[src/rtl/bwhd_pkg.sv]
package bwhd_pkg;

   localparam int XW  = 20;  // Q15.4 coordinate
   localparam int ZW  = 16;  // Q4.12 zoom
   localparam int LOW = 21;  // 30 * zoom
   localparam int HIW = 24;  // 160 * zoom
   localparam int CW  = 31;  // Q.12 offset from query point
   localparam int UW  = 7;   // sample index
   localparam int U2W = 13;  // index squared
   localparam int WW  = 19;  // Bernstein weight, up to SAMPLES^3
   localparam int SW  = 50;  // weighted sum
   localparam int NW  = 48;  // dividend magnitude
   localparam int QW  = 26;  // per-axis offset magnitude, Q.8
   localparam int VW  = 40;  // squared distance, Q.8, clamped
   localparam int RW  = 20;  // distance, Q16.4

   localparam int FIFO_DEPTH = 2;
   localparam int FIFO_PW    = 1;

   localparam logic REG_ZOOM = 1'b0;
   localparam logic [ZW-1:0] ZOOM_RESET = 16'd4096;

   typedef struct packed {
      logic signed [CW-1:0] a0;
      logic signed [CW-1:0] a1;
      logic signed [CW-1:0] a2;
      logic signed [CW-1:0] a3;
      logic signed [CW-1:0] b0;
      logic signed [CW-1:0] b2;
   } wire_type;

   typedef struct packed {
      logic valid;
      logic first;
      logic last;
   } tag_type;

endpackage

[src/rtl/bwhd_fifo.sv]
module bwhd_fifo (
   input  logic               clock,
   input  logic               reset,
   input  logic               push,
   input  bwhd_pkg::wire_type push_entry,
   output logic               full,
   input  logic               pop,
   output logic               valid,
   output bwhd_pkg::wire_type head
);

   localparam int DEPTH = bwhd_pkg::FIFO_DEPTH;
   localparam int PW    = bwhd_pkg::FIFO_PW;

   bwhd_pkg::wire_type mem_ff [DEPTH];
   logic [PW-1:0]      wr_ff, wr_in, rd_ff, rd_in;
   logic [PW:0]        count_ff, count_in;

   assign full  = count_ff == (PW+1)'(DEPTH);
   assign valid = count_ff != '0;
   assign head  = mem_ff[rd_ff];

   always_comb begin
      wr_in    = push ? wr_ff + 1'b1 : wr_ff;
      rd_in    = pop ? rd_ff + 1'b1 : rd_ff;
      count_in = count_ff + (PW+1)'(push) - (PW+1)'(pop);
   end

   always_ff @(posedge clock) begin
      if (reset) begin
         wr_ff    <= '0;
         rd_ff    <= '0;
         count_ff <= '0;
      end else begin
         wr_ff    <= wr_in;
         rd_ff    <= rd_in;
         count_ff <= count_in;
      end
      if (push) begin
         mem_ff[wr_ff] <= push_entry;
      end
   end

endmodule

[config.mk]
export PLATFORM = sky130hd
export DESIGN_NAME = bwhd_fifo
export DESIGN_NICKNAME = d
export VERILOG_FILES = /design/src/rtl/bwhd_pkg.sv /design/src/rtl/bwhd_fifo.sv
export SDC_FILE = /design/constraint.sdc
export NUM_CORES = 1
export LEC_CHECK = 0
export BUFFER_PORTS_ARGS = -buffer_cell sky130_fd_sc_hd__buf_2
export CAP_MARGIN = 40
export CORE_MARGIN = 10
export CORE_UTILIZATION = 52
export CTS_CLUSTER_SIZE = 20
export DETAILED_ROUTE_END_ITERATION = 12
export GPL_TIMING_DRIVEN = 0
export HOLD_SLACK_MARGIN = 0.06
export PLACE_DENSITY = 0.79
export SETUP_SLACK_MARGIN = 0.5
export SYNTH_ARGS = -nofsm -noshare
export SYNTH_HDL_FRONTEND = slang
export SYNTH_SLANG_ARGS = --single-unit
[constraint.sdc]
create_clock -name clock -period 13.5 [get_ports clock]
set_input_delay 2.025 -clock clock [delete_from_list [all_inputs] [get_ports clock]]
set_output_delay 2.025 -clock clock [all_outputs]
set_load 0.05 [all_outputs]
==> impl_metrics.json <==
{
  "outcome": "finished, final reports clean",
  "dieArea_sq_um": 34400,
  "die_x_microns": 185,
  "post-dp-hpwl_mm": 22.5,
  "clk_pin_slew_ns": 0.06,
  "tightest_slew_ns": 0.526,
  "clockBufferDepth": 3,
  "vias": 7107,
  "start_kind": "flip-flop",
  "drv_slew": 0,
  "gp_congestion": 0.735,
  "core_area_sq_um": 27000,
  "clock-sinks": 377,
  "drt_wl_total_mm": 30.7,
  "post_cts_buffers": 0,
  "wl_per_cell_microns": 21.8,
  "multi_input_area_sq_um": 2740,
  "grt_pass1_wl_mm": 44.2,
  "seq_area_sq_um": 11300,
  "n_fill_cell": 1741,
  "power_density_nw_per_um2": 164,
  "io_buffer_count": 377,
  "track_usage_pct": 17.0,
  "rsz0062_at_grt": "no",
  "area_delta_synth_final_pct": 27.3,
  "overflow": 0,
  "hold_class": "reg -> reg",
  "fin_crit_sh_pct": 29.3,
  "setup_ws_ns": 9.55,
  "antenna_left": 0,
  "synth_warnings": 0,
  "boundaryPins": 378,
  "cp.required_ns": 11.48,
  "fin_setup_tns_ns": 0,
  "h-tree-depth": 2,
  "final_hold_viol_count": 0,
  "synth_top_area_share_pct": 78.6,
  "reg2reg_from": "wr_ff$_SDFFE_PP0P_",
  "relSlewSlack_pct": 64.9,
  "synth_top_area_cell": "edfxtp_1",
  "holdBufCountCts": 0,
  "syn-num-nets": 792,
  "final_util_pct": 67.2,
  "setup_viol": 0,
  "finalCriticalPeriod_ns": 3.95,
  "ys_ff_latch": 377,
  "crit_fanout": 10,
  "cpPeakStageDelay_ns": 0.32,
  "synthTopCellsByArea": "edfxtp_1 (79%), mux2_4 (15%), mux2_2 (3.6%)",
  "syn_inst": 600,
  "yosysSeqAreaShare_pct": 79.3,
  "min_from": "rd_ff$_SDFFE_PP0P_",
  "die_h_microns": 185,
  "critPathKind": "reg -> out",
  "initialDrtViolationCount": 387,
  "num_rows": 60,
  "maxCapViolCount": 0,
  "syn_area_sq_um": 14200,
  "syn-mean-instance-area_sq_um": 23.7,
  "p_leak_nw": 7.19,
  "crit_arrival_ns": 1.93,
  "ys_types": 14,
  "start_util_pct": 52.8,
  "drive_gt1_share_pct": 62.1,
  "vdd_drop_max_mv": 0.132,
  "grt_start_max_net_pins": 64,
  "clock-root-buffer": "clkbuf_16",
  "path_cells": "buf_6, buf_6, buf_6, mux2_4, buf_2",
  "grt_pass1_vias": 7575,
  "antenna_found_initial": 9,
  "nNetsFinal": 1221,
  "dp_slack_ns": 9.65,
  "drc": 0,
  "critPathMostFrequentCell": "buf_6",
  "via_per_inst": 5.05,
  "clock_latency_ns": 0.51,
  "cts_made_buffers": 39,
  "fmaxAchievable_ghz": 0.253,
  "cts_resized": 0,
  "drt-pass1-iter-count": 5,
  "worst_path_max_delay_cell": "dfxtp_1",
  "critPathCaptureType": "output pin",
  "clock-skew-final_ns": 0.00861,
  "cts_tree": "built"
}
## sequential cells by signal, summed over array words and instances, names as in the netlist, named ones only
register  count
mem_ff      372
wr_ff         1
count_ff      2
rd_ff         1
## cells in the final DEF, fill, tap and decap left out, drive strengths merged
cell type | Yosys | layout
and2 | 1 | 1
buf | 21 | 409
bufinv | 0 | 4
clkbuf | 0 | 46
clkinv | 0 | 20
dfxtp | 5 | 5
diode | 0 | 8
edfxtp | 372 | 372
ha | 2 | 2
inv | 2 | 3
mux2 | 186 | 186
nor2 | 4 | 4
nor2b | 3 | 3
or2 | 1 | 1
xnor2 | 2 | 2
xnor3 | 1 | 1
## stage by stage
step / power [mW] / hold WS, ns / cells / instance area, sq um
after global routing: 3.07 / 0.575 / 1404 / 18100
final: 2.97 / 0.521 / 1408 / 18100
after global placement: 1.96 / 0.494 / 1318 / 16500
after detailed placement: 1.95 / 0.507 / 1329 / 16800
after CTS: 3.00 / 0.526 / 1400 / 18100
after floorplan: 1.82 / 0.480 / 600 / 14200
## synth_stat cells (all sizes together)
library cell / count
xnor3: 1
nor2: 4
buf: 21
and2: 1
ha: 2
mux2: 186
or2: 1
nor2b: 3
dfxtp: 5
edfxtp: 372
inv: 2
xnor2: 2
## area by class of cell
class,instances,share of cell area (%)
Sequential cell,377,62.3
Multi-Input combinational cell,200,15.1
Buffer,21,1.17
Timing Repair Buffer,388,11.9
Clock buffer,46,5.77
Antenna cell,8,0.111
Clock inverter,25,1.22
Tap cell,341,2.36
Inverter,2,0.0415
## where the power goes
| part | leakage [nW] | switching, mW | total [mW] | internal, mW |
|---|---|---|---|---|
| Clock | 0.636 | 0.417 | 1.05 | 0.630 |
| Sequential | 3.53 | 0.0174 | 1.38 | 1.37 |
| Combinational | 3.02 | 0.362 | 0.538 | 0.177 |
| Total | 7.19 | 0.796 | 2.97 | 2.17 |
## critical path, delay by kind of cell (launching register included)
family,cells,cell delay [ns]
mux,1,0.32
flops,1,0.32
buf+inv,4,0.77
## metal layers
metal  wire (microns)  track usage [%]
met5               27                0
met4              922             6.70
met3             2670             5.17
met2            16500             31.1
met1            10600             17.8
## logic make-up after synthesis
logic type	count (synthesis)	share of synthesized area, %
xor+xnor	3	0.282
fa+ha+maj	2	0.176
flops	377	79.3
simple gates	9	0.326
buf+inv	23	1.54
mux	186	18.4
## final timing paths
check                             to  slack (ns)  cells past startpoint
min reg2reg       rd_ff$_SDFFE_PP0P_        0.52                      2
max reg2reg  mem_ff[0][45]$_DFFE_PP_       11.50                      5
max                        head[112]        9.55                      5
min               rd_ff$_SDFFE_PP0P_        0.52                      2
No activity file was read; power rests on OpenSTA's default activity.
