**config.mk**
```make
export PLATFORM = sky130hd
export DESIGN_NAME = bwhd_front
export DESIGN_NICKNAME = d
export VERILOG_FILES = /design/src/rtl/bwhd_pkg.sv /design/src/rtl/bwhd_front.sv
export SDC_FILE = /design/constraint.sdc
export NUM_CORES = 1
export LEC_CHECK = 0
export CAP_MARGIN = 25
export CORE_ASPECT_RATIO = 1.2
export CORE_MARGIN = 2
export CORE_UTILIZATION = 52
export DETAILED_ROUTE_END_ITERATION = 10
export DONT_BUFFER_PORTS = 1
export PLACE_DENSITY = 0.67
export SYNTH_ARGS = -nofsm -noshare
export SYNTH_HDL_FRONTEND = slang
export SYNTH_SLANG_ARGS = --single-unit
```
**constraint.sdc**
```tcl
create_clock -name clock -period 17.85 [get_ports clock]
set_input_delay 1.785 -clock clock [delete_from_list [all_inputs] [get_ports clock]]
set_output_delay 1.785 -clock clock [all_outputs]
set_load 0.02 [all_outputs]
```
**src/rtl/bwhd_pkg.sv**
```systemverilog
package bwhd_pkg;

   localparam int XW  = 20;  // Q15.4 coordinate
   localparam int ZW  = 16;  // Q4.12 zoom
   localparam int LOW = 21;  // 30 * zoom
   localparam int HIW = 24;  // 160 * zoom
   localparam int CW  = 31;  // Q.12 offset from query point
   localparam int UW  = 7;   // sample index
   localparam int U2W = 13;  // index squared
   localparam int WW  = 19;  // Bernstein weight, up to SAMPLES^3
   localparam int SW  = 50;  // weighted sum
   localparam int NW  = 48;  // dividend magnitude
   localparam int QW  = 26;  // per-axis offset magnitude, Q.8
   localparam int VW  = 40;  // squared distance, Q.8, clamped
   localparam int RW  = 20;  // distance, Q16.4

   localparam int FIFO_DEPTH = 2;
   localparam int FIFO_PW    = 1;

   localparam logic REG_ZOOM = 1'b0;
   localparam logic [ZW-1:0] ZOOM_RESET = 16'd4096;

   typedef struct packed {
      logic signed [CW-1:0] a0;
      logic signed [CW-1:0] a1;
      logic signed [CW-1:0] a2;
      logic signed [CW-1:0] a3;
      logic signed [CW-1:0] b0;
      logic signed [CW-1:0] b2;
   } wire_type;

   typedef struct packed {
      logic valid;
      logic first;
      logic last;
   } tag_type;

endpackage

```
**src/rtl/bwhd_front.sv**
```systemverilog
module bwhd_front (
   input  logic                               clock,
   input  logic                               reset,
   input  logic [bwhd_pkg::LOW-1:0]           lo_limit,
   input  logic [bwhd_pkg::HIW-1:0]           hi_limit,
   input  logic                               req_valid,
   output logic                               req_ready,
   input  logic signed [bwhd_pkg::XW-1:0]     req_start_x,
   input  logic signed [bwhd_pkg::XW-1:0]     req_start_y,
   input  logic signed [bwhd_pkg::XW-1:0]     req_end_x,
   input  logic signed [bwhd_pkg::XW-1:0]     req_end_y,
   input  logic signed [bwhd_pkg::XW-1:0]     req_query_x,
   input  logic signed [bwhd_pkg::XW-1:0]     req_query_y,
   input  logic                               q_full,
   output logic                               q_push,
   output bwhd_pkg::wire_type                 q_entry
);

   localparam int XW = bwhd_pkg::XW;
   localparam int CW = bwhd_pkg::CW;

   logic                 valid_ff;
   logic signed [XW-1:0] sx_ff, sy_ff, ex_ff, ey_ff, qx_ff, qy_ff;

   logic signed [XW:0]   gx, dsx, dsy, dex, dey;
   logic [XW:0]          gap;
   logic [XW+7:0]        half;
   logic [XW+7:0]        strength;
   logic signed [CW-1:0] a0, a3, sv;

   assign req_ready = !valid_ff || !q_full;
   assign q_push    = valid_ff && !q_full;

   always_ff @(posedge clock) begin
      if (reset) begin
         valid_ff <= 1'b0;
      end else if (req_ready) begin
         valid_ff <= req_valid;
      end
      if (req_ready && req_valid) begin
         sx_ff <= req_start_x;
         sy_ff <= req_start_y;
         ex_ff <= req_end_x;
         ey_ff <= req_end_y;
         qx_ff <= req_query_x;
         qy_ff <= req_query_y;
      end
   end

   // tangent strength: half the horizontal gap in Q.12, clamped to the zoom limits
   always_comb begin
      gx   = (XW+1)'(ex_ff) - (XW+1)'(sx_ff);
      gap  = gx[XW] ? (XW+1)'(-gx) : (XW+1)'(gx);
      half = {gap, 7'b0};
      if (half < (XW+8)'(lo_limit)) begin
         strength = (XW+8)'(lo_limit);
      end else if (half > (XW+8)'(hi_limit)) begin
         strength = (XW+8)'(hi_limit);
      end else begin
         strength = half;
      end
   end

   assign dsx = (XW+1)'(sx_ff) - (XW+1)'(qx_ff);
   assign dsy = (XW+1)'(sy_ff) - (XW+1)'(qy_ff);
   assign dex = (XW+1)'(ex_ff) - (XW+1)'(qx_ff);
   assign dey = (XW+1)'(ey_ff) - (XW+1)'(qy_ff);

   assign a0 = CW'(signed'({dsx, 8'b0}));
   assign a3 = CW'(signed'({dex, 8'b0}));
   assign sv = CW'(signed'({1'b0, strength}));

   always_comb begin
      q_entry.a0 = a0;
      q_entry.a1 = a0 + sv;
      q_entry.a2 = a3 - sv;
      q_entry.a3 = a3;
      q_entry.b0 = CW'(signed'({dsy, 8'b0}));
      q_entry.b2 = CW'(signed'({dey, 8'b0}));
   end

endmodule

```
==> impl_metrics.ini, run 1 <==
[floorplanning]
rows = 62
ioPinCount = 357
core-area_um2 = 23890
die_area_um2 = 25550
initial_core_util_pct = 52.84
die_w_um = 146.2
die_h_um = 174.7

[pwr]
p_seq_share_pct = 22.5
p_comb_share_pct = 57.5
p_int_mw = 0.7847
leakage_nw = 5.998
clockPowerShare_pct = 20.0
power.density_nw_per_um2 = 113.6
swShare_pct = 48.22
p_switching_mw = 0.7309
ir_drop_uv = 86.29

[critical_path]
crit_required_ps = 16060
critical_path_class = flip-flop to primary output
reg2reg_slack_ps = 15510
cp-end-kind = primary output
crit_start = sx_ff[3]$_DFFE_PP_
rr_endpoint = sx_ff[15]$_DFFE_PP_
path_depth = 40
r2r-start = valid_ff$_SDFFE_PP0N_
start_kind = flip-flop
crit_top_cell = a21o_1
max_stage_delay_ps = 420
reg2reg_depth = 3
critPathMaxFanout = 14
path_buf_inv = 3
cpMaxStageDelayCell = ha_1
arrival_ps = 8990
cp_top_family = compound AO/OA/AOI/OAI gates
crit_path_end = q_entry[153]

[synth]
synth_cell_type_count = 83
synth_edf_count = 120
synth_area_um2 = 12620
yosys.area_share.simple_pct = 16.29
synth-seq-cells = 121
async_flop_share_pct = 0
synth-compound-area-share_pct = 18.94
synthFlopType = edfxtp_1
ys_seq_area_share_pct = 28.70
synth_top_family_by_area = compound AO/OA/AOI/OAI gates
synthAdderAreaFrac_pct = 18.10
synthXorXnorAreaFrac_pct = 7.354
synth.avg_cell_area_um2 = 8.629
netlist_instances = 1463
synthMuxAreaShare_pct = 1.675
yosys_warnings = 0

[clocking]
postCtsResizedCells = 0
cts_tree = built
clockBufferDepth = 2
ctsHoldBuffers = 0
htreeDepth = 4
cts-root-buf = clkbuf_16
clk_pin_slew_ps = 60
cts.sinks = 121
clock_latency_ps = 410
cts_setup_buffers = 0
cts_buffers = 17

[sta]
skew_ps = 7.207
rsz0062_at_grt = false
setup_tns_ps = 0
period_needed_ps = 10780
relSlewSlack_pct = 35.91
hold_ws_ps = 528.2
post-route-period-util_pct = 60.38
tightest_slew_ps = 951.4
slew_viol_final = 0
hold_viol = 0
fmaxAchievable_ghz = 0.09278
finalSetupViolCount = 0

[placed_design]
placed_cell_area_um2 = 12800
dp.final_hpwl_mm = 27.06
place.gp.congestion = 0.9334
port_buffers = 0
place_inst = 1766

[cells_and_area]
final_nets = 1813
syn_to_final_growth_pct = 5.659
final_cell_mix = 188 x inv_1, 173 x ha_1, 126 x nor2_1
nFillCells = 2202
finalNonFillerCells = 1802
drive_above_1_share_pct = 4.939
fin_util_pct = 55.83
layout_commonest_cell = inv_1
final_area_um2 = 13340

[route]
vias = 10177
vias_per_cell = 5.648
routed_wl_mm = 31.96
drcViolationCount = 0
wl_per_cell_um = 17.74
drt_iter0_markers = 492
drtAntennaViolNets = 0
first_pass_iters = 5

[run]
drv_cap = 0

[global_routing]
grt_pass1_vias = 9999
grt_pass1_wl_mm = 50.32
grt_max_degree = 73
antenna_found_initial = 11
grt_usage_pct = 24.73
grt_remaining_overflow = 0

[worst_hold_path]
hp-start = valid_ff$_SDFFE_PP0N_
hold_class = flip-flop to flip-flop

[status]
status = finished clean
registers in the layout, summed over array words and instances (netlist names):
name      count
sy_ff        20
ey_ff        20
sx_ff        20
qy_ff        20
ex_ff        20
qx_ff        20
valid_ff      1
power by group through the flow:
stage               Sequential (mW)  Combinational (mW)  Clock [mW]
floorplan                     0.345               0.718           0
global placement              0.346               0.859           0
detailed placement            0.347               0.865           0
CTS                           0.341               0.869       0.312
global route                  0.343               0.950       0.325
finish                        0.341               0.871       0.304
per-stage QoR:
step                worst slack [ps]  total power [mW]
CTS                             6981             1.522
floorplan                       7596             1.064
detailed placement              7510             1.211
global placement                7581             1.205
global route                    6217             1.618
finish                          7072             1.516
worst reg2reg max path, delay by kind of cell, from the launching register on:
family / cells / cell delay [ps]
buf+inv: 1 / 660
flops: 1 / 320
simple gates: 2 / 960
cells in the mapped netlist (4+ instances only):
| library cell | n | area, µm² |
|---|---|---|
| nand4_1 | 4 | 25.02 |
| buf_4 | 43 | 322.8 |
| o211a_1 | 4 | 40.04 |
| a21boi_0 | 33 | 247.7 |
| or4_1 | 5 | 37.54 |
| ha_1 | 173 | 2165 |
| nand2b_1 | 15 | 93.84 |
| a31oi_1 | 10 | 62.56 |
| nor2_1 | 126 | 473.0 |
| and3_1 | 11 | 68.82 |
| inv_1 | 188 | 705.7 |
| or2_2 | 13 | 81.33 |
| clkbuf_1 | 12 | 45.04 |
| a21oi_1 | 90 | 450.4 |
| or3_1 | 12 | 75.07 |
| xnor2_1 | 83 | 727.0 |
| o31ai_1 | 4 | 30.03 |
| nor3_1 | 32 | 160.2 |
| and2_1 | 16 | 100.1 |
| edfxtp_1 | 120 | 3603 |
| nand2_1 | 107 | 401.6 |
| a2111oi_0 | 6 | 52.55 |
| nor3b_1 | 4 | 30.03 |
| o21a_1 | 15 | 112.6 |
| o211ai_1 | 9 | 67.56 |
| nand3_1 | 27 | 135.1 |
| nor2b_1 | 22 | 137.6 |
| o21ai_1 | 7 | 35.03 |
| xor2_1 | 23 | 201.4 |
| fa_1 | 6 | 120.1 |
| o21ai_0 | 95 | 475.5 |
| a41oi_1 | 5 | 43.79 |
| a221oi_1 | 5 | 43.79 |
| mux2i_1 | 20 | 200.2 |
| a211oi_1 | 5 | 37.54 |
| o21bai_1 | 12 | 90.09 |
| a21o_1 | 35 | 262.8 |
worst min path at each step:
stage / slack (ps) / end / cells after the start
after floorplan: 470 / valid_ff$_SDFFE_PP0N_ / 2
after global routing: 580 / valid_ff$_SDFFE_PP0N_ / 2
after detailed placement: 530 / valid_ff$_SDFFE_PP0N_ / 2
after CTS: 540 / valid_ff$_SDFFE_PP0N_ / 2
final: 530 / valid_ff$_SDFFE_PP0N_ / 2
after global placement: 510 / valid_ff$_SDFFE_PP0N_ / 2
cell type report:
| type | count | area [µm²] | share of cell area (%) |
|---|---|---|---|
| antenna | 4 | 10.01 | 0.07504 |
| clock buffer | 17 | 425.4 | 3.189 |
| clock inverter | 15 | 103.9 | 0.7785 |
| inverter | 188 | 705.7 | 5.290 |
| multi-input combinational | 1131 | 8025 | 60.16 |
| sequential | 121 | 3623 | 27.16 |
| tap | 320 | 400.4 | 3.002 |
| timing repair buffer | 6 | 45.04 | 0.3377 |
kinds of logic (layout without fill, tap and decap cells):
family                   count (synthesis)  after routing
AND/OR/NAND/NOR                        417            417
adder cells (fa/ha/maj)                179            179
buffers and inverters                  249            226
multiplexers                            21             21
AO/OA/AOI/OAI                          368            368
flip-flops                             121            121
XOR/XNOR                               106            106
other                                    2             44
routing by layer:
metal / wire length (µm) / track usage [%]
met2: 15880 / 45.15
met3: 2524 / 8.120
met1: 12680 / 27.18
met4: 823 / 7.686
met5: 56 / 0
Power figures use the tool's default switching activity.
==> run 2: changes to the inputs <==
--- a/config.mk
+++ b/config.mk
@@ -11,7 +11,7 @@
 export CORE_UTILIZATION = 52
 export DETAILED_ROUTE_END_ITERATION = 10
 export DONT_BUFFER_PORTS = 1
-export PLACE_DENSITY = 0.67
+export PLACE_DENSITY = 0.7
 export SYNTH_ARGS = -nofsm -noshare
 export SYNTH_HDL_FRONTEND = slang
 export SYNTH_SLANG_ARGS = --single-unit
==> constraint.sdc (replaced) <==
create_clock -name clock -period 9.8 [get_ports clock]
set_input_delay 0.98 -clock clock [delete_from_list [all_inputs] [get_ports clock]]
set_output_delay 0.98 -clock clock [all_outputs]
set_load 0.02 [all_outputs]
==> run 2 against run 1 <==
Against the previous run: hold slack lost 4.5 ps; sequential power up 82%; clock power grew 130%; routed wire length rose by 3.7%; register-to-register slack worse by 8100 ps; clock skew is 2.4 ps higher; utilization increased by 1.9 points.
==> impl_metrics.ini, run 2 (synthesized netlist as in run 1, its figures left out) <==
[critical_path]
arrival_ps = 8270
reg2reg_slack_ps = 7460
crit_required_ps = 8820
rr_endpoint = ey_ff[3]$_DFFE_PP_
critical_path_class = flip-flop to primary output
r2r-start = valid_ff$_SDFFE_PP0N_
cpMaxStageDelayCell = or3_1
max_stage_delay_ps = 430
critPathMaxFanout = 9
cp-end-kind = primary output
start_kind = flip-flop
reg2reg_depth = 3

[route]
routed_wl_mm = 33.16
drtAntennaViolNets = 0
drcViolationCount = 0
vias = 10278
vias_per_cell = 5.616
wl_per_cell_um = 18.12
first_pass_iters = 5
drt_iter0_markers = 459

[worst_hold_path]
hold_path_end = valid_ff$_SDFFE_PP0N_
hp-start = valid_ff$_SDFFE_PP0N_
hold_class = flip-flop to flip-flop
min_path_cells = 2

[clocking]
cts_buffers = 17
cts_tree = built
clock_latency_ps = 420
clk_pin_slew_ps = 60
ctsHoldBuffers = 0
clockBufferDepth = 2
cts-root-buf = clkbuf_16
htreeDepth = 4
cts.sinks = 121

[sta]
hold_ws_ps = 523.7
skew_ps = 9.600
relSlewSlack_pct = 27.30
post-route-period-util_pct = 94.41
period_needed_ps = 9252
tightest_slew_ps = 1079
setup_tns_ps = 0
fmaxAchievable_ghz = 0.1081
slew_viol_final = 0
finalSetupViolCount = 0
hold_viol = 0

[placed_design]
place.gp.congestion = 0.9385
dp.final_hpwl_mm = 27.91
port_buffers = 0
place_inst = 1778

[cells_and_area]
finalNonFillerCells = 1830
drive_above_1_share_pct = 7.939
final_cell_mix = 188 x inv_1, 171 x ha_1, 126 x nor2_1
syn_to_final_growth_pct = 9.287
final_nets = 1834
nFillCells = 2121
layout_commonest_cell = inv_1

[floorplanning]
rows = 62
die_h_um = 174.7
core-area_um2 = 23890
ioPinCount = 357
initial_core_util_pct = 52.84
die_area_um2 = 25550
die_w_um = 146.2

[global_routing]
grt_util_met2_pct = 47.35
grt_usage_pct = 25.51
grt_max_degree = 62
grt_remaining_overflow = 0
grt_util_met3_pct = 8.616
busiest_layer = met2
met1_usage_pct = 26.23
antenna_found_initial = 17
grt_pass1_vias = 10297
grt_pass1_wl_mm = 51.65

[status]
status = finished clean

[pwr]
ir_drop_uv = 247.0
power.density_nw_per_um2 = 217.8
leakage_nw = 6.212

[run]
drv_cap = 0
## run 2: cell types whose count changed in the layout (fill, tap and decap cells not counted), moves of 5 or more
| cell | change |
|---|---|
| buf_4 | +20 |
| bufinv_16 | +6 |
| diode_2 | +7 |
| o21ai_0 | -9 |
| o21ai_1 | +5 |
## run 2: critical path: cells and delay by family (launching register included)
kind / cells / cell delay (ps)
simple gates: 9 / 2020
mux: 1 / 130
compound gates: 21 / 4030
xor+xnor: 1 / 120
flops: 1 / 400
buf+inv: 2 / 280
fa+ha+maj: 3 / 900
## run 2: cell type report
class / count / area [µm²] / share of cell area (%)
clock inverters: 15 / 230.2 / 1.669
flip-flops and latches: 121 / 3623 / 26.26
inverters: 188 / 705.7 / 5.115
well taps: 320 / 400.4 / 2.902
multi-input cells: 1131 / 8178 / 59.27
repair buffers: 27 / 206.4 / 1.496
clock buffers: 17 / 425.4 / 3.083
diodes: 11 / 27.53 / 0.1995
## run 2: layer usage
metal / wire length, µm / vias up
li1: - / 5144
met1: 12350 / 4699
met2: 16760 / 350
met3: 2872 / 73
met4: 1102 / 12
met5: 66 / -
## run 2: worst max path at each step
stage                                  start           end  slack [ps]  cells after the start
after floorplan           sx_ff[3]$_DFFE_PP_  q_entry[154]         350                     43
after detailed placement  sx_ff[5]$_DFFE_PP_  q_entry[152]         420                     36
after CTS                 ex_ff[4]$_DFFE_PP_  q_entry[154]           3                     36
final                     sx_ff[4]$_DFFE_PP_  q_entry[153]         550                     37
after global routing      sx_ff[4]$_DFFE_PP_  q_entry[152]          -7                     39
after global placement    ex_ff[5]$_DFFE_PP_  q_entry[152]         610                     35
## run 2: what timing repair did
item	in CTS	in global routing
setup buffers	0	9
resized for setup	5	40
endpoints found under the setup margin	3	15
hold endpoints to repair	0	0
pin swaps	0	12
## run 2: report_power, final
group	total (mW)	switching, mW	internal (mW)
registers	0.621	0.0140	0.607
clock network	0.697	0.224	0.472
logic	1.69	1.12	0.568
## run 2: through the flow
| step | setup slack, ps | power (mW) | util, % | cell area, µm² |
|---|---|---|---|---|
| floorplan | 350.8 | 1.938 | - | 12770 |
| global placement | 605.9 | 2.241 | 53.95 | 12890 |
| detailed placement | 417.0 | 2.259 | 53.95 | 12890 |
| CTS | 2.575 | 2.969 | 56.77 | 13560 |
| global route | -7.098 | 3.179 | 57.67 | 13780 |
| finish | 547.8 | 3.006 | 57.75 | 13800 |
